$ cat config.mk
export PLATFORM = sky130hd
export DESIGN_NAME = rtu_gap_frame_receiver
export DESIGN_NICKNAME = d
export VERILOG_FILES = /design/src/rtl/rgfr_pkg.sv /design/src/rtl/rgfr_frame_store.sv /design/src/rtl/rtu_gap_frame_receiver.sv
export SDC_FILE = /design/constraint.sdc
export NUM_CORES = 2
export LEC_CHECK = 0
export BUFFER_PORTS_ARGS = -buffer_cell sky130_fd_sc_hd__buf_2
export CAP_MARGIN = 20
export CORE_ASPECT_RATIO = 1.25
export CORE_MARGIN = 2
export CORE_UTILIZATION = 63
export DETAILED_ROUTE_END_ITERATION = 10
export HOLD_SLACK_MARGIN = 0.1
export PLACE_DENSITY = 0.8
export SYNTH_ARGS = -nofsm -noshare
export SYNTH_HDL_FRONTEND = slang
export SYNTH_SLANG_ARGS = --single-unit
$ cat constraint.sdc
create_clock -name i_clk -period 16.3 [get_ports i_clk]
set_input_delay 3.26 -clock i_clk [delete_from_list [all_inputs] [get_ports i_clk]]
set_output_delay 3.26 -clock i_clk [all_outputs]
set_load 0.05 [all_outputs]
$ cat src/rtl/rgfr_pkg.sv
// rgfr_pkg: shared types for the RTU gap frame receiver.
// No dependencies; imported by rgfr_frame_store and rtu_gap_frame_receiver.
`timescale 1ns / 1ps

package rgfr_pkg;

    typedef enum logic [1:0] {
        ACT_PUSH = 2'd0,
        ACT_POLL = 2'd1,
        ACT_READ = 2'd2,
        ACT_TAKE = 2'd3
    } t_action;

    typedef struct packed {
        logic wr_en;
        logic rd_en;
    } t_store_ctl;

    localparam logic [30:0] GAP_RESET = 31'd1750;

endpackage

$ cat src/rtl/rgfr_frame_store.sv
// rgfr_frame_store: two-bank frame byte memory, one write and one registered read port.
// Depends on rgfr_pkg.
`timescale 1ns / 1ps

module rgfr_frame_store
    import rgfr_pkg::*;
#(
    parameter int MAX_FRAME = 256,
    parameter int AW        = $clog2(2 * MAX_FRAME)
) (
    input  logic          i_clk,
    input  t_store_ctl    i_ctl,
    input  logic [AW-1:0] i_wr_addr,
    input  logic [7:0]    i_wr_data,
    input  logic [AW-1:0] i_rd_addr,
    output logic [7:0]    o_rd_data
);

    localparam int DEPTH = 2 * MAX_FRAME;

    logic [7:0] r_mem [0:DEPTH-1];
    logic [7:0] r_rd_data;

    always_ff @(posedge i_clk) begin
        if (i_ctl.wr_en) begin
            r_mem[i_wr_addr] <= i_wr_data;
        end
    end

    always_ff @(posedge i_clk) begin
        if (i_ctl.rd_en) begin
            r_rd_data <= r_mem[i_rd_addr];
        end
    end

    assign o_rd_data = r_rd_data;

endmodule

$ cat src/rtl/rtu_gap_frame_receiver.sv
// rtu_gap_frame_receiver: frames a serial byte stream at silent gaps.
// Depends on rgfr_pkg and rgfr_frame_store.
//
// Usage
//   Input channel (i_valid / o_stall): one transaction per action - push a
//   byte, poll the time, read a byte of the ready frame, or take that frame.
//   Push and poll carry a microsecond timestamp; an open frame silent for at
//   least the gap register is closed first: published, or dropped if overlong.
//   Output channel (o_valid / i_stall): one result transaction per input
//   transaction, in order: ready flag, length, read byte, take flag, counters.
//   Config channel (i_cfg_valid / o_cfg_ready): 31-bit gap time, always ready,
//   write only while idle.
// Timing
//   One transaction per cycle sustained while i_stall is low. o_valid rises
//   once the accepted transaction has passed the store-read stage and the
//   output register. Under i_stall one more transaction enters the
//   store-read stage, then o_stall rises until the output moves.
// Reset
//   Synchronous, active low: no open or ready frame, counters zero, gap time
//   1750 us. Frame store contents are left as they are.
`timescale 1ns / 1ps

module rtu_gap_frame_receiver
    import rgfr_pkg::*;
#(
    parameter int MAX_FRAME = 256
) (
    input  logic                             i_clk,
    input  logic                             i_rst_n,
    input  logic                             i_valid,
    output logic                             o_stall,
    input  logic [1:0]                       i_action,
    input  logic [7:0]                       i_data_byte,
    input  logic [31:0]                      i_timestamp_us,
    input  logic [7:0]                       i_read_index,
    input  logic                             i_cfg_valid,
    output logic                             o_cfg_ready,
    input  logic [30:0]                      i_cfg_data,
    output logic                             o_valid,
    input  logic                             i_stall,
    output logic                             o_frame_ready,
    output logic [$clog2(MAX_FRAME+1)-1:0]   o_frame_length,
    output logic [7:0]                       o_read_byte,
    output logic                             o_took_frame,
    output logic [31:0]                      o_frames_published,
    output logic [31:0]                      o_overlong_count,
    output logic [31:0]                      o_overrun_count
);

    localparam int CW   = $clog2(MAX_FRAME + 1);
    localparam int AW   = $clog2(2 * MAX_FRAME);
    localparam int CMPW = (CW > 8) ? CW : 8;

    // frame state
    logic          r_open_bank,  n_open_bank;
    logic [CW-1:0] r_open_count, n_open_count;
    logic          r_open_ovf,   n_open_ovf;
    logic [CW-1:0] r_held_count, n_held_count;
    logic          r_held,       n_held;
    logic [31:0]   r_last_time,  n_last_time;
    logic [31:0]   r_published,  n_published;
    logic [31:0]   r_overlong,   n_overlong;
    logic [31:0]   r_overrun,    n_overrun;
    logic [30:0]   r_gap_time;

    // store-read stage
    logic          r_p_valid;
    logic          r_p_ready;
    logic [CW-1:0] r_p_len;
    logic          r_p_rd_ok;
    logic          r_p_took;
    logic [31:0]   r_p_pub;
    logic [31:0]   r_p_ovl;
    logic [31:0]   r_p_ovr;

    // output stage
    logic          r_o_valid;
    logic          r_o_ready;
    logic [CW-1:0] r_o_len;
    logic [7:0]    r_o_byte;
    logic          r_o_took;
    logic [31:0]   r_o_pub;
    logic [31:0]   r_o_ovl;
    logic [31:0]   r_o_ovr;

    t_action       act;
    logic          accept;
    logic          p_adv;
    logic          o_take;
    logic [31:0]   diff;
    logic          gap_hit;
    logic [CW-1:0] cnt_mid;
    logic          ovf_mid;
    logic          bank_mid;
    logic          n_took;
    logic [CMPW-1:0] idx_ext;
    t_store_ctl    st_ctl;
    logic [AW-1:0] wr_addr;
    logic [AW-1:0] rd_addr;
    logic [7:0]    rd_data;

    assign act    = t_action'(i_action);
    assign o_take = r_o_valid && !i_stall;
    assign p_adv  = r_p_valid && (!r_o_valid || !i_stall);
    assign accept = i_valid && (!r_p_valid || p_adv);
    assign o_stall     = r_p_valid && !p_adv;
    assign o_cfg_ready = 1'b1;

    assign diff    = i_timestamp_us - r_last_time;
    assign idx_ext = CMPW'(i_read_index);

    always_comb begin
        gap_hit = ((act == ACT_PUSH) || (act == ACT_POLL)) && (r_open_count != '0)
                  && !diff[31] && (diff[30:0] >= r_gap_time);
        cnt_mid  = gap_hit ? '0 : r_open_count;
        ovf_mid  = gap_hit ? 1'b0 : r_open_ovf;
        bank_mid = r_open_bank ^ (gap_hit && !r_open_ovf);
        wr_addr  = bank_mid ? AW'(MAX_FRAME) + AW'(cnt_mid) : AW'(cnt_mid);
        rd_addr  = !r_open_bank ? AW'(MAX_FRAME) + AW'(idx_ext) : AW'(idx_ext);
    end

    always_comb begin
        n_open_bank  = r_open_bank;
        n_open_count = r_open_count;
        n_open_ovf   = r_open_ovf;
        n_held_count = r_held_count;
        n_held       = r_held;
        n_last_time  = r_last_time;
        n_published  = r_published;
        n_overlong   = r_overlong;
        n_overrun    = r_overrun;
        n_took       = 1'b0;
        st_ctl       = '0;
        if (accept) begin
            if (gap_hit) begin
                n_open_count = '0;
                n_open_ovf   = 1'b0;
                if (r_open_ovf) begin
                    n_overlong = r_overlong + 32'd1;
                end else begin
                    if (r_held) begin
                        n_overrun = r_overrun + 32'd1;
                    end
                    n_held_count = r_open_count;
                    n_held       = 1'b1;
                    n_published  = r_published + 32'd1;
                    n_open_bank  = ~r_open_bank;
                end
            end
            case (act)
                ACT_PUSH: begin
                    if (!ovf_mid) begin
                        if (cnt_mid >= CW'(MAX_FRAME)) begin
                            n_open_ovf = 1'b1;
                        end else begin
                            st_ctl.wr_en = 1'b1;
                            n_open_count = cnt_mid + CW'(1);
                        end
                    end
                    n_last_time = i_timestamp_us;
                end
                ACT_READ: begin
                    st_ctl.rd_en = r_held && (idx_ext < CMPW'(r_held_count))
                                   && (idx_ext < CMPW'(MAX_FRAME));
                end
                ACT_TAKE: begin
                    if (r_held) begin
                        n_held       = 1'b0;
                        n_held_count = '0;
                        n_took       = 1'b1;
                    end
                end
                default: begin
                end
            endcase
        end
    end

    always_ff @(posedge i_clk) begin
        if (!i_rst_n) begin
            r_open_bank  <= 1'b0;
            r_open_count <= '0;
            r_open_ovf   <= 1'b0;
            r_held_count <= '0;
            r_held       <= 1'b0;
            r_last_time  <= '0;
            r_published  <= '0;
            r_overlong   <= '0;
            r_overrun    <= '0;
            r_gap_time   <= GAP_RESET;
            r_p_valid    <= 1'b0;
            r_o_valid    <= 1'b0;
        end else begin
            r_open_bank  <= n_open_bank;
            r_open_count <= n_open_count;
            r_open_ovf   <= n_open_ovf;
            r_held_count <= n_held_count;
            r_held       <= n_held;
            r_last_time  <= n_last_time;
            r_published  <= n_published;
            r_overlong   <= n_overlong;
            r_overrun    <= n_overrun;
            if (i_cfg_valid) begin
                r_gap_time <= i_cfg_data;
            end
            if (accept) begin
                r_p_valid <= 1'b1;
            end else if (p_adv) begin
                r_p_valid <= 1'b0;
            end
            if (p_adv) begin
                r_o_valid <= 1'b1;
            end else if (o_take) begin
                r_o_valid <= 1'b0;
            end
        end
    end

    always_ff @(posedge i_clk) begin
        if (accept) begin
            r_p_ready <= n_held;
            r_p_len   <= n_held_count;
            r_p_rd_ok <= st_ctl.rd_en;
            r_p_took  <= n_took;
            r_p_pub   <= n_published;
            r_p_ovl   <= n_overlong;
            r_p_ovr   <= n_overrun;
        end
        if (p_adv) begin
            r_o_ready <= r_p_ready;
            r_o_len   <= r_p_len;
            r_o_byte  <= r_p_rd_ok ? rd_data : 8'd0;
            r_o_took  <= r_p_took;
            r_o_pub   <= r_p_pub;
            r_o_ovl   <= r_p_ovl;
            r_o_ovr   <= r_p_ovr;
        end
    end

    rgfr_frame_store #(
        .MAX_FRAME (MAX_FRAME),
        .AW        (AW)
    ) u_store (
        .i_clk     (i_clk),
        .i_ctl     (st_ctl),
        .i_wr_addr (wr_addr),
        .i_wr_data (i_data_byte),
        .i_rd_addr (rd_addr),
        .o_rd_data (rd_data)
    );

    assign o_valid            = r_o_valid;
    assign o_frame_ready      = r_o_ready;
    assign o_frame_length     = r_o_len;
    assign o_read_byte        = r_o_byte;
    assign o_took_frame       = r_o_took;
    assign o_frames_published = r_o_pub;
    assign o_overlong_count   = r_o_ovl;
    assign o_overrun_count    = r_o_ovr;

`ifndef ASSERT_OFF
    a_stall_only_when_full: assert property (@(posedge i_clk) disable iff (!i_rst_n)
        o_stall |-> (r_p_valid && r_o_valid))
        else $error("input stalled with a free pipeline slot");

    a_held_len_cleared: assert property (@(posedge i_clk) disable iff (!i_rst_n)
        !r_held |-> (r_held_count == '0))
        else $error("held length non-zero without a ready frame");

    a_open_count_bound: assert property (@(posedge i_clk) disable iff (!i_rst_n)
        r_open_count <= CW'(MAX_FRAME))
        else $error("open frame count beyond maximum");

    a_overflow_at_full: assert property (@(posedge i_clk) disable iff (!i_rst_n)
        r_open_ovf |-> (r_open_count == CW'(MAX_FRAME)))
        else $error("overflow flagged on a frame that is not full");

    a_publish_step: assert property (@(posedge i_clk) disable iff (!i_rst_n)
        (r_published != $past(r_published)) |->
            (r_published == $past(r_published) + 32'd1) && r_held)
        else $error("publish counter moved without a ready frame");
`endif

endmodule
=== Yosys cells after proc, flatten, opt, wreduce, memory -nomap -nowiden ===
Memories as Yosys holds them, arrays and structs flattened. A register that Yosys moved wholly into a read port is not among the register bits.
Cells that the tools add are included.

* Register bits after elaboration: 405
* RAM bits: 4096
* Logic and storage cells: 111
* Memories kept: 1

* Add/subtract/negate cells: 7
* Magnitude comparators: 4
* Equality and inequality tests: 3
* Muxes and demuxes: 42
* Bitwise operators: 3
* Reduce and logical (&&, ||, !) cells: 25

{| class="wikitable"
|+ Memories
! name !! depth !! bits a word !! read ports !! clocked after Yosys merged registers in !! write ports !! RTL line !! RTL
|-
| u_store.r_mem || 512 || 8 || 1 || 1 || 1 || rgfr_frame_store.sv:21 || <nowiki>logic [7:0] r_mem [0:DEPTH-1];</nowiki>
|}

{| class="wikitable"
|+ Operator list
! kind !! count
|-
| 32-bit two-way mux || 10
|-
| 9-bit two-way mux || 11
|-
| 32-bit by 1-bit adder with 32-bit output, second input constant || 3
|-
| 32-bit subtractor || 1
|-
| 31-bit >= comparator || 1
|-
| 1-bit two-way mux || 20
|-
| 1-bit logical AND || 10
|-
| 9-bit by 1-bit adder with 9-bit output, second input constant || 1
|-
| 9-bit by 8-bit adder with 9-bit output, first input constant || 1
|-
| 9-bit adder, first input constant || 1
|-
| 9-bit >= comparator, second input constant || 1
|-
| 8-bit by 9-bit < comparator with 1-bit output || 1
|-
| 8-bit by 9-bit < comparator with 1-bit output, second input constant || 1
|-
| 9-bit nonzero test || 1
|-
| 1-bit zero test || 6
|-
| 2-bit == test, second input constant || 2
|-
| 2-bit nonzero test || 2
|-
| 1-bit logical OR || 3
|-
| 3-bit AND reduction || 1
|-
| 2-bit by 1-bit == test with 1-bit output, second input constant || 1
|-
| 2-bit zero test || 1
|-
| 2-bit two-way mux || 1
|-
| 1-bit NOT || 2
|-
| 2-bit AND reduction || 1
|-
| 1-bit bitwise XOR || 1
|}

=== Logic depth before layout (Yosys ltp) ===
* Word-level depth: 13
* Depth in mapped cells: 31

=== Hierarchy ===
From an unflattened synthesis, not the netlist that was laid out.

* Cell total of the unflattened synthesis: 9806
* Area total of the unflattened synthesis: 178685.1 µm²

{| class="wikitable"
|+ Modules (own cells, without submodules)
! module !! times used !! cells each !! area an instance (µm²) !! sequential area each (µm²)
|-
| rgfr_frame_store || 1 || 8030 || 160007.2 || 123238.2
|-
| rtu_gap_frame_receiver || 1 || 1776 || 18677.9 || 10339.9
|}

=== Worst setup path after synthesis ===
No wires, ideal clock.

* Path kind: input port to flip-flop
* Start point: in i_stall
* End point: reg r_o_len[0], in the netlist o_frame_length[0] (enable)
* Library setup time: 763 ps
* Arrival time: 11581 ps
* Path slack: 3955 ps
* Cell stages on the path: 1
* Path buffers: 0
* Cell sequence: a21boi_0

* Cells in the longest elaborated chain, start to end: 3

{| class="wikitable"
|+ Ends and longest elaborated chain
! element !! RTL line !! RTL
|-
| start, declared || rtu_gap_frame_receiver.sv:40 || <nowiki>input logic i_stall,</nowiki>
|-
| 1-bit zero test || rtu_gap_frame_receiver.sv:104 || <nowiki>assign p_adv = r_p_valid && (!r_o_valid || !i_stall);</nowiki>
|-
| 1-bit logical OR || rtu_gap_frame_receiver.sv:104 ||
|-
| 1-bit logical AND || rtu_gap_frame_receiver.sv:104 ||
|-
| end signal, assigned || rtu_gap_frame_receiver.sv:231 || <nowiki>r_o_len <= r_p_len;</nowiki>
|-
| end, declared || rtu_gap_frame_receiver.sv:79 || <nowiki>logic [CW-1:0] r_o_len;</nowiki>
|}

Every way passes these cells.
A chain may end at the register's enable or synchronous reset.

=== Worst setup path in the final report ===
* Start point: in i_timestamp_us[0]
* End point: mem u_store.r_mem[159][3] (enable)

* Cells in the longest elaborated chain, start to end: 12

{| class="wikitable"
|+ Ends and longest elaborated chain
! element !! RTL line !! RTL
|-
| start, declared || rtu_gap_frame_receiver.sv:34 || <nowiki>input logic [31:0] i_timestamp_us,</nowiki>
|-
| 32-bit subtractor (*) || rtu_gap_frame_receiver.sv:109 || <nowiki>assign diff = i_timestamp_us - r_last_time;</nowiki>
|-
| parallel branches: the longest is 2 deep, another holds 31-bit >= comparator || - ||
|-
| 1-bit logical AND (*) || rtu_gap_frame_receiver.sv:114 || <nowiki>&& !diff[31] && (diff[30:0] >= r_gap_time);</nowiki>
|-
| 9-bit two-way mux || rtu_gap_frame_receiver.sv:115 || <nowiki>cnt_mid = gap_hit ? '0 : r_open_count;</nowiki>
|-
| 9-bit >= comparator || rtu_gap_frame_receiver.sv:153 || <nowiki>if (cnt_mid >= CW'(MAX_FRAME)) begin</nowiki>
|-
| 1-bit two-way mux || rtu_gap_frame_receiver.sv:153 ||
|-
| 1-bit two-way mux || rtu_gap_frame_receiver.sv:152 || <nowiki>if (!ovf_mid) begin</nowiki>
|-
| 1-bit two-way mux || rtu_gap_frame_receiver.sv:150 || <nowiki>case (act)</nowiki>
|-
| 2-bit two-way mux || rtu_gap_frame_receiver.sv:134 || <nowiki>if (accept) begin</nowiki>
|-
| 1-bit two-way mux || rgfr_frame_store.sv:25 || <nowiki>if (i_ctl.wr_en) begin</nowiki>
|-
| 1-bit two-way mux (implied by the code) || rgfr_frame_store.sv:26 || <nowiki>r_mem[i_wr_addr] <= i_wr_data;</nowiki>
|-
| end, declared || rgfr_frame_store.sv:21 ||
|}

Every way passes the cells marked *.

==> flow_summary.yaml <==
yosys:
  ys_seq_elements: 4509
  ys.flop_type: "edfxtp_1"
  synthArstFlopShare_pct: 0
  synth_nets: 8328
  synth-edff-count: 4327
  yosysWarnings: 0
  syn_avg_cell_area_um2: 21.5
  seq_area_frac_synth_pct: 76.1
  synth.distinct_cells: 77
  synth_cells: 8164
  syn_area_um2: 176000
critical_path:
  worstSetupStartpointType: "input pin"
  r2r-start: "r_last_time[0]"
  cp.required_ns: 16.82
  crit_fanout: 28
  cp-end-kind: "flop"
  cp-startpoint: "i_timestamp_us[0]"
  worstSetupPathType: "input pin to flop"
  timing.reg2reg.setup_slack_ns: 8.07
  slowest_stage: "nor2_1"
  crit_top_cell: "a21oi_1"
  worst-r2r-cell-count: 27
  critPathMaxStageDelay_ns: 0.92
  cp.arrival_ns: 10.95
hold_path:
  hold_depth: 0
  hp-start: "r_p_pub[5]"
  min_path_type: "flop to flop"
routing:
  drt-total-wl_um: 479000
  drtAntennaViolNets: 0
  first_pass_iters: 8
  drtIter0Drc: 15100
  routedWlPerCell_um: 38.5
  num_vias: 91200
  drc_errors: 0
  viasPerCell: 7.32
die:
  fp.dieH_um: 594
  initial_core_util_pct: 63.4
  die-area_um2: 283000
  io_pins: 204
  rows: 216
  core-area_um2: 277000
  die_x_um: 476
cts:
  htree_levels: 5
  cts_setup_buffers: 0
  ctsLongestPathBuffers: 4
  path_clk_slew_ns: 0.07
  cts-root-buf: "clkbuf_16"
  cts_sinks: 4509
  worstSkewPairLatency_ns: 0.95
  numCtsBuffers: 392
  holdBufCountCts: 0
  ctsResizeCount: 0
  cts_tree: "yes"
power:
  peakVddDrop_uv: 101
  p_leak_nw: 60.4
  power_mw: 23.5
  power_density_nw_per_um2: 121
grt:
  grt_first_pass_wirelength_um: 686000
  grt_pass1_vias: 91200
  met2_usage_pct: 55.2
  met3_usage_pct: 6.50
  grt.overflow.total: 0
  grt_busiest_layer: "met2"
  grt_max_degree: 173
  grt.total_usage_pct: 33.9
  antenna_found_initial: 24
  grt.met1_usage_pct: 43.7
finish:
  fin_cells: 12500
  drive_gt1_share_pct: 25.9
  seqCellArea_um2: 134000
  nets: 8584
  area_delta_synth_final_pct: 10.3
  num-fill-cells: 14600
  multi_input_area_um2: 40000
outcome:
  status: "finished, final reports clean"
timing:
  finalClockSkew_ns: 0.0635
  slew_violations: 0
  hold-worst-slack_ns: 0.407
  rsz0062_at_grt: "false"
  fin_setup_tns_ns: 0
  finalCritPeriodShare_pct: 64.0
  slew_headroom_pct: 7.95
  period_minus_slack_ns: 10.43
  final_hold_viol_count: 0
  final-setup-viol-count: 0
  worst_slew_pin_slew_ns: 1.38
  max_freq_ghz: 0.0959
placement:
  dp_hpwl_um: 253000
  gp_congestion: 0.920
  placedCellCount: 11700
  io_buffers: 202
job:
  drv_cap: 0
==> flip-flops by register name, indices dropped and copies added, names as in the netlist, 31 cells and up <==
name	flops
o_overrun_count	32
r_p_ovl	32
u_store.r_mem	4096
o_frames_published	32
r_overlong	32
r_p_pub	32
r_p_ovr	32
o_overlong_count	32
r_gap_time	31
r_overrun	32
r_last_time	32
r_published	32
==> kinds of logic after synthesis <==
family          Yosys count  synth area share (%)
simple gates           1181                  3.12
xor+xnor                123                 0.618
other cells               1               0.00214
compound gates          375                  1.53
mux                    1343                  16.8
flops                  4509                  76.1
buf+inv                 554                  1.31
fa+ha+maj                78                 0.560
==> path summary, 6_finish.rpt <==
kind / endpoint
min: o_frames_published[5]
max reg2reg: u_store.r_mem[159][3]
min reg2reg: o_frames_published[5]
max: u_store.r_mem[159][3]
==> worst max-delay path, delay by kind of cell <==
| family | cells | cell delay (ns) |
|---|---|---|
| AND/OR/NAND/NOR | 7 | 3.12 |
| AO/OA/AOI/OAI | 13 | 2.56 |
| adder cells (fa/ha/maj) | 4 | 1.08 |
| buffers and inverters | 4 | 0.62 |
| XOR/XNOR | 1 | 0.22 |
==> cells in the mapped netlist, types with 47 or more instances <==
library cell | number | share of area, %
a21oi_1 | 88 | 0.25
a22oi_1 | 97 | 0.41
and2_1 | 94 | 0.33
buf_1 | 57 | 0.12
buf_2 | 147 | 0.42
clkbuf_1 | 257 | 0.55
dfxtp_1 | 182 | 2.1
edfxtp_1 | 4327 | 74
ha_1 | 77 | 0.55
inv_1 | 87 | 0.19
mux2i_1 | 55 | 0.31
mux4_2 | 1280 | 16
nand2_1 | 182 | 0.39
nand3_1 | 74 | 0.21
nand4_1 | 47 | 0.17
nor2_1 | 574 | 1.2
nor3_1 | 57 | 0.16
xnor2_1 | 87 | 0.43
==> where the power goes <==
group          total [mW]  internal [mW]  switching [mW]
Sequential           12.7           12.7          0.0155
Combinational        1.22          0.440           0.782
Clock                9.56           5.25            4.31
Total                23.5           18.4            5.11
==> through the flow <==
stage / utilization (%) / instance area (um^2) / setup slack [ns]
after global placement: 65.3 / 181000 / 5.42
after detailed placement: 65.3 / 181000 / 5.36
final: 69.9 / 194000 / 5.87
after floorplan: - / 176000 / 3.96
after CTS: 69.9 / 194000 / 6.17
after global routing: 69.9 / 194000 / 5.70
==> cells in the final DEF, fill, tap and decap left out, drive strengths merged, types with 3 or more instances in the layout <==
cell,count
nor4,4
or2,5
a21oi,90
mux2i,59
nand3,76
o21ai,17
bufinv,44
a22o,24
a22oi,97
nor3,64
mux2,4
o211ai,13
nand2,182
and2,94
a221oi,18
xor2,35
nand4,48
o21bai,4
edfxtp,4327
inv,100
nor2b,37
buf,329
xnor2,88
o22ai,10
clkinv,151
mux4,1280
and4,14
dfxtp,182
or3,4
a21boi,41
a21o,25
and3,32
diode,10
a211oi,3
clkbuf,470
nand2b,37
ha,77
clkinvlp,30
nor2,575
o21a,13
==> cell type report <==
class / count / share of cell area [%]
flip-flops and latches: 4509 / 69.0
multi-input cells: 3101 / 20.6
clock buffers: 470 / 5.35
repair buffers: 329 / 1.23
inverters: 87 / 0.170
well taps: 3706 / 2.39
clock inverters: 238 / 1.24
diodes: 10 / 0.0129
==> routing by layer <==
layer	vias up	wire, um
li1	34300	-
met4	14	32900
met2	8269	238000
met3	1652	54100
met5	-	83
met1	46900	154000
Power figures use the tool's default switching activity.
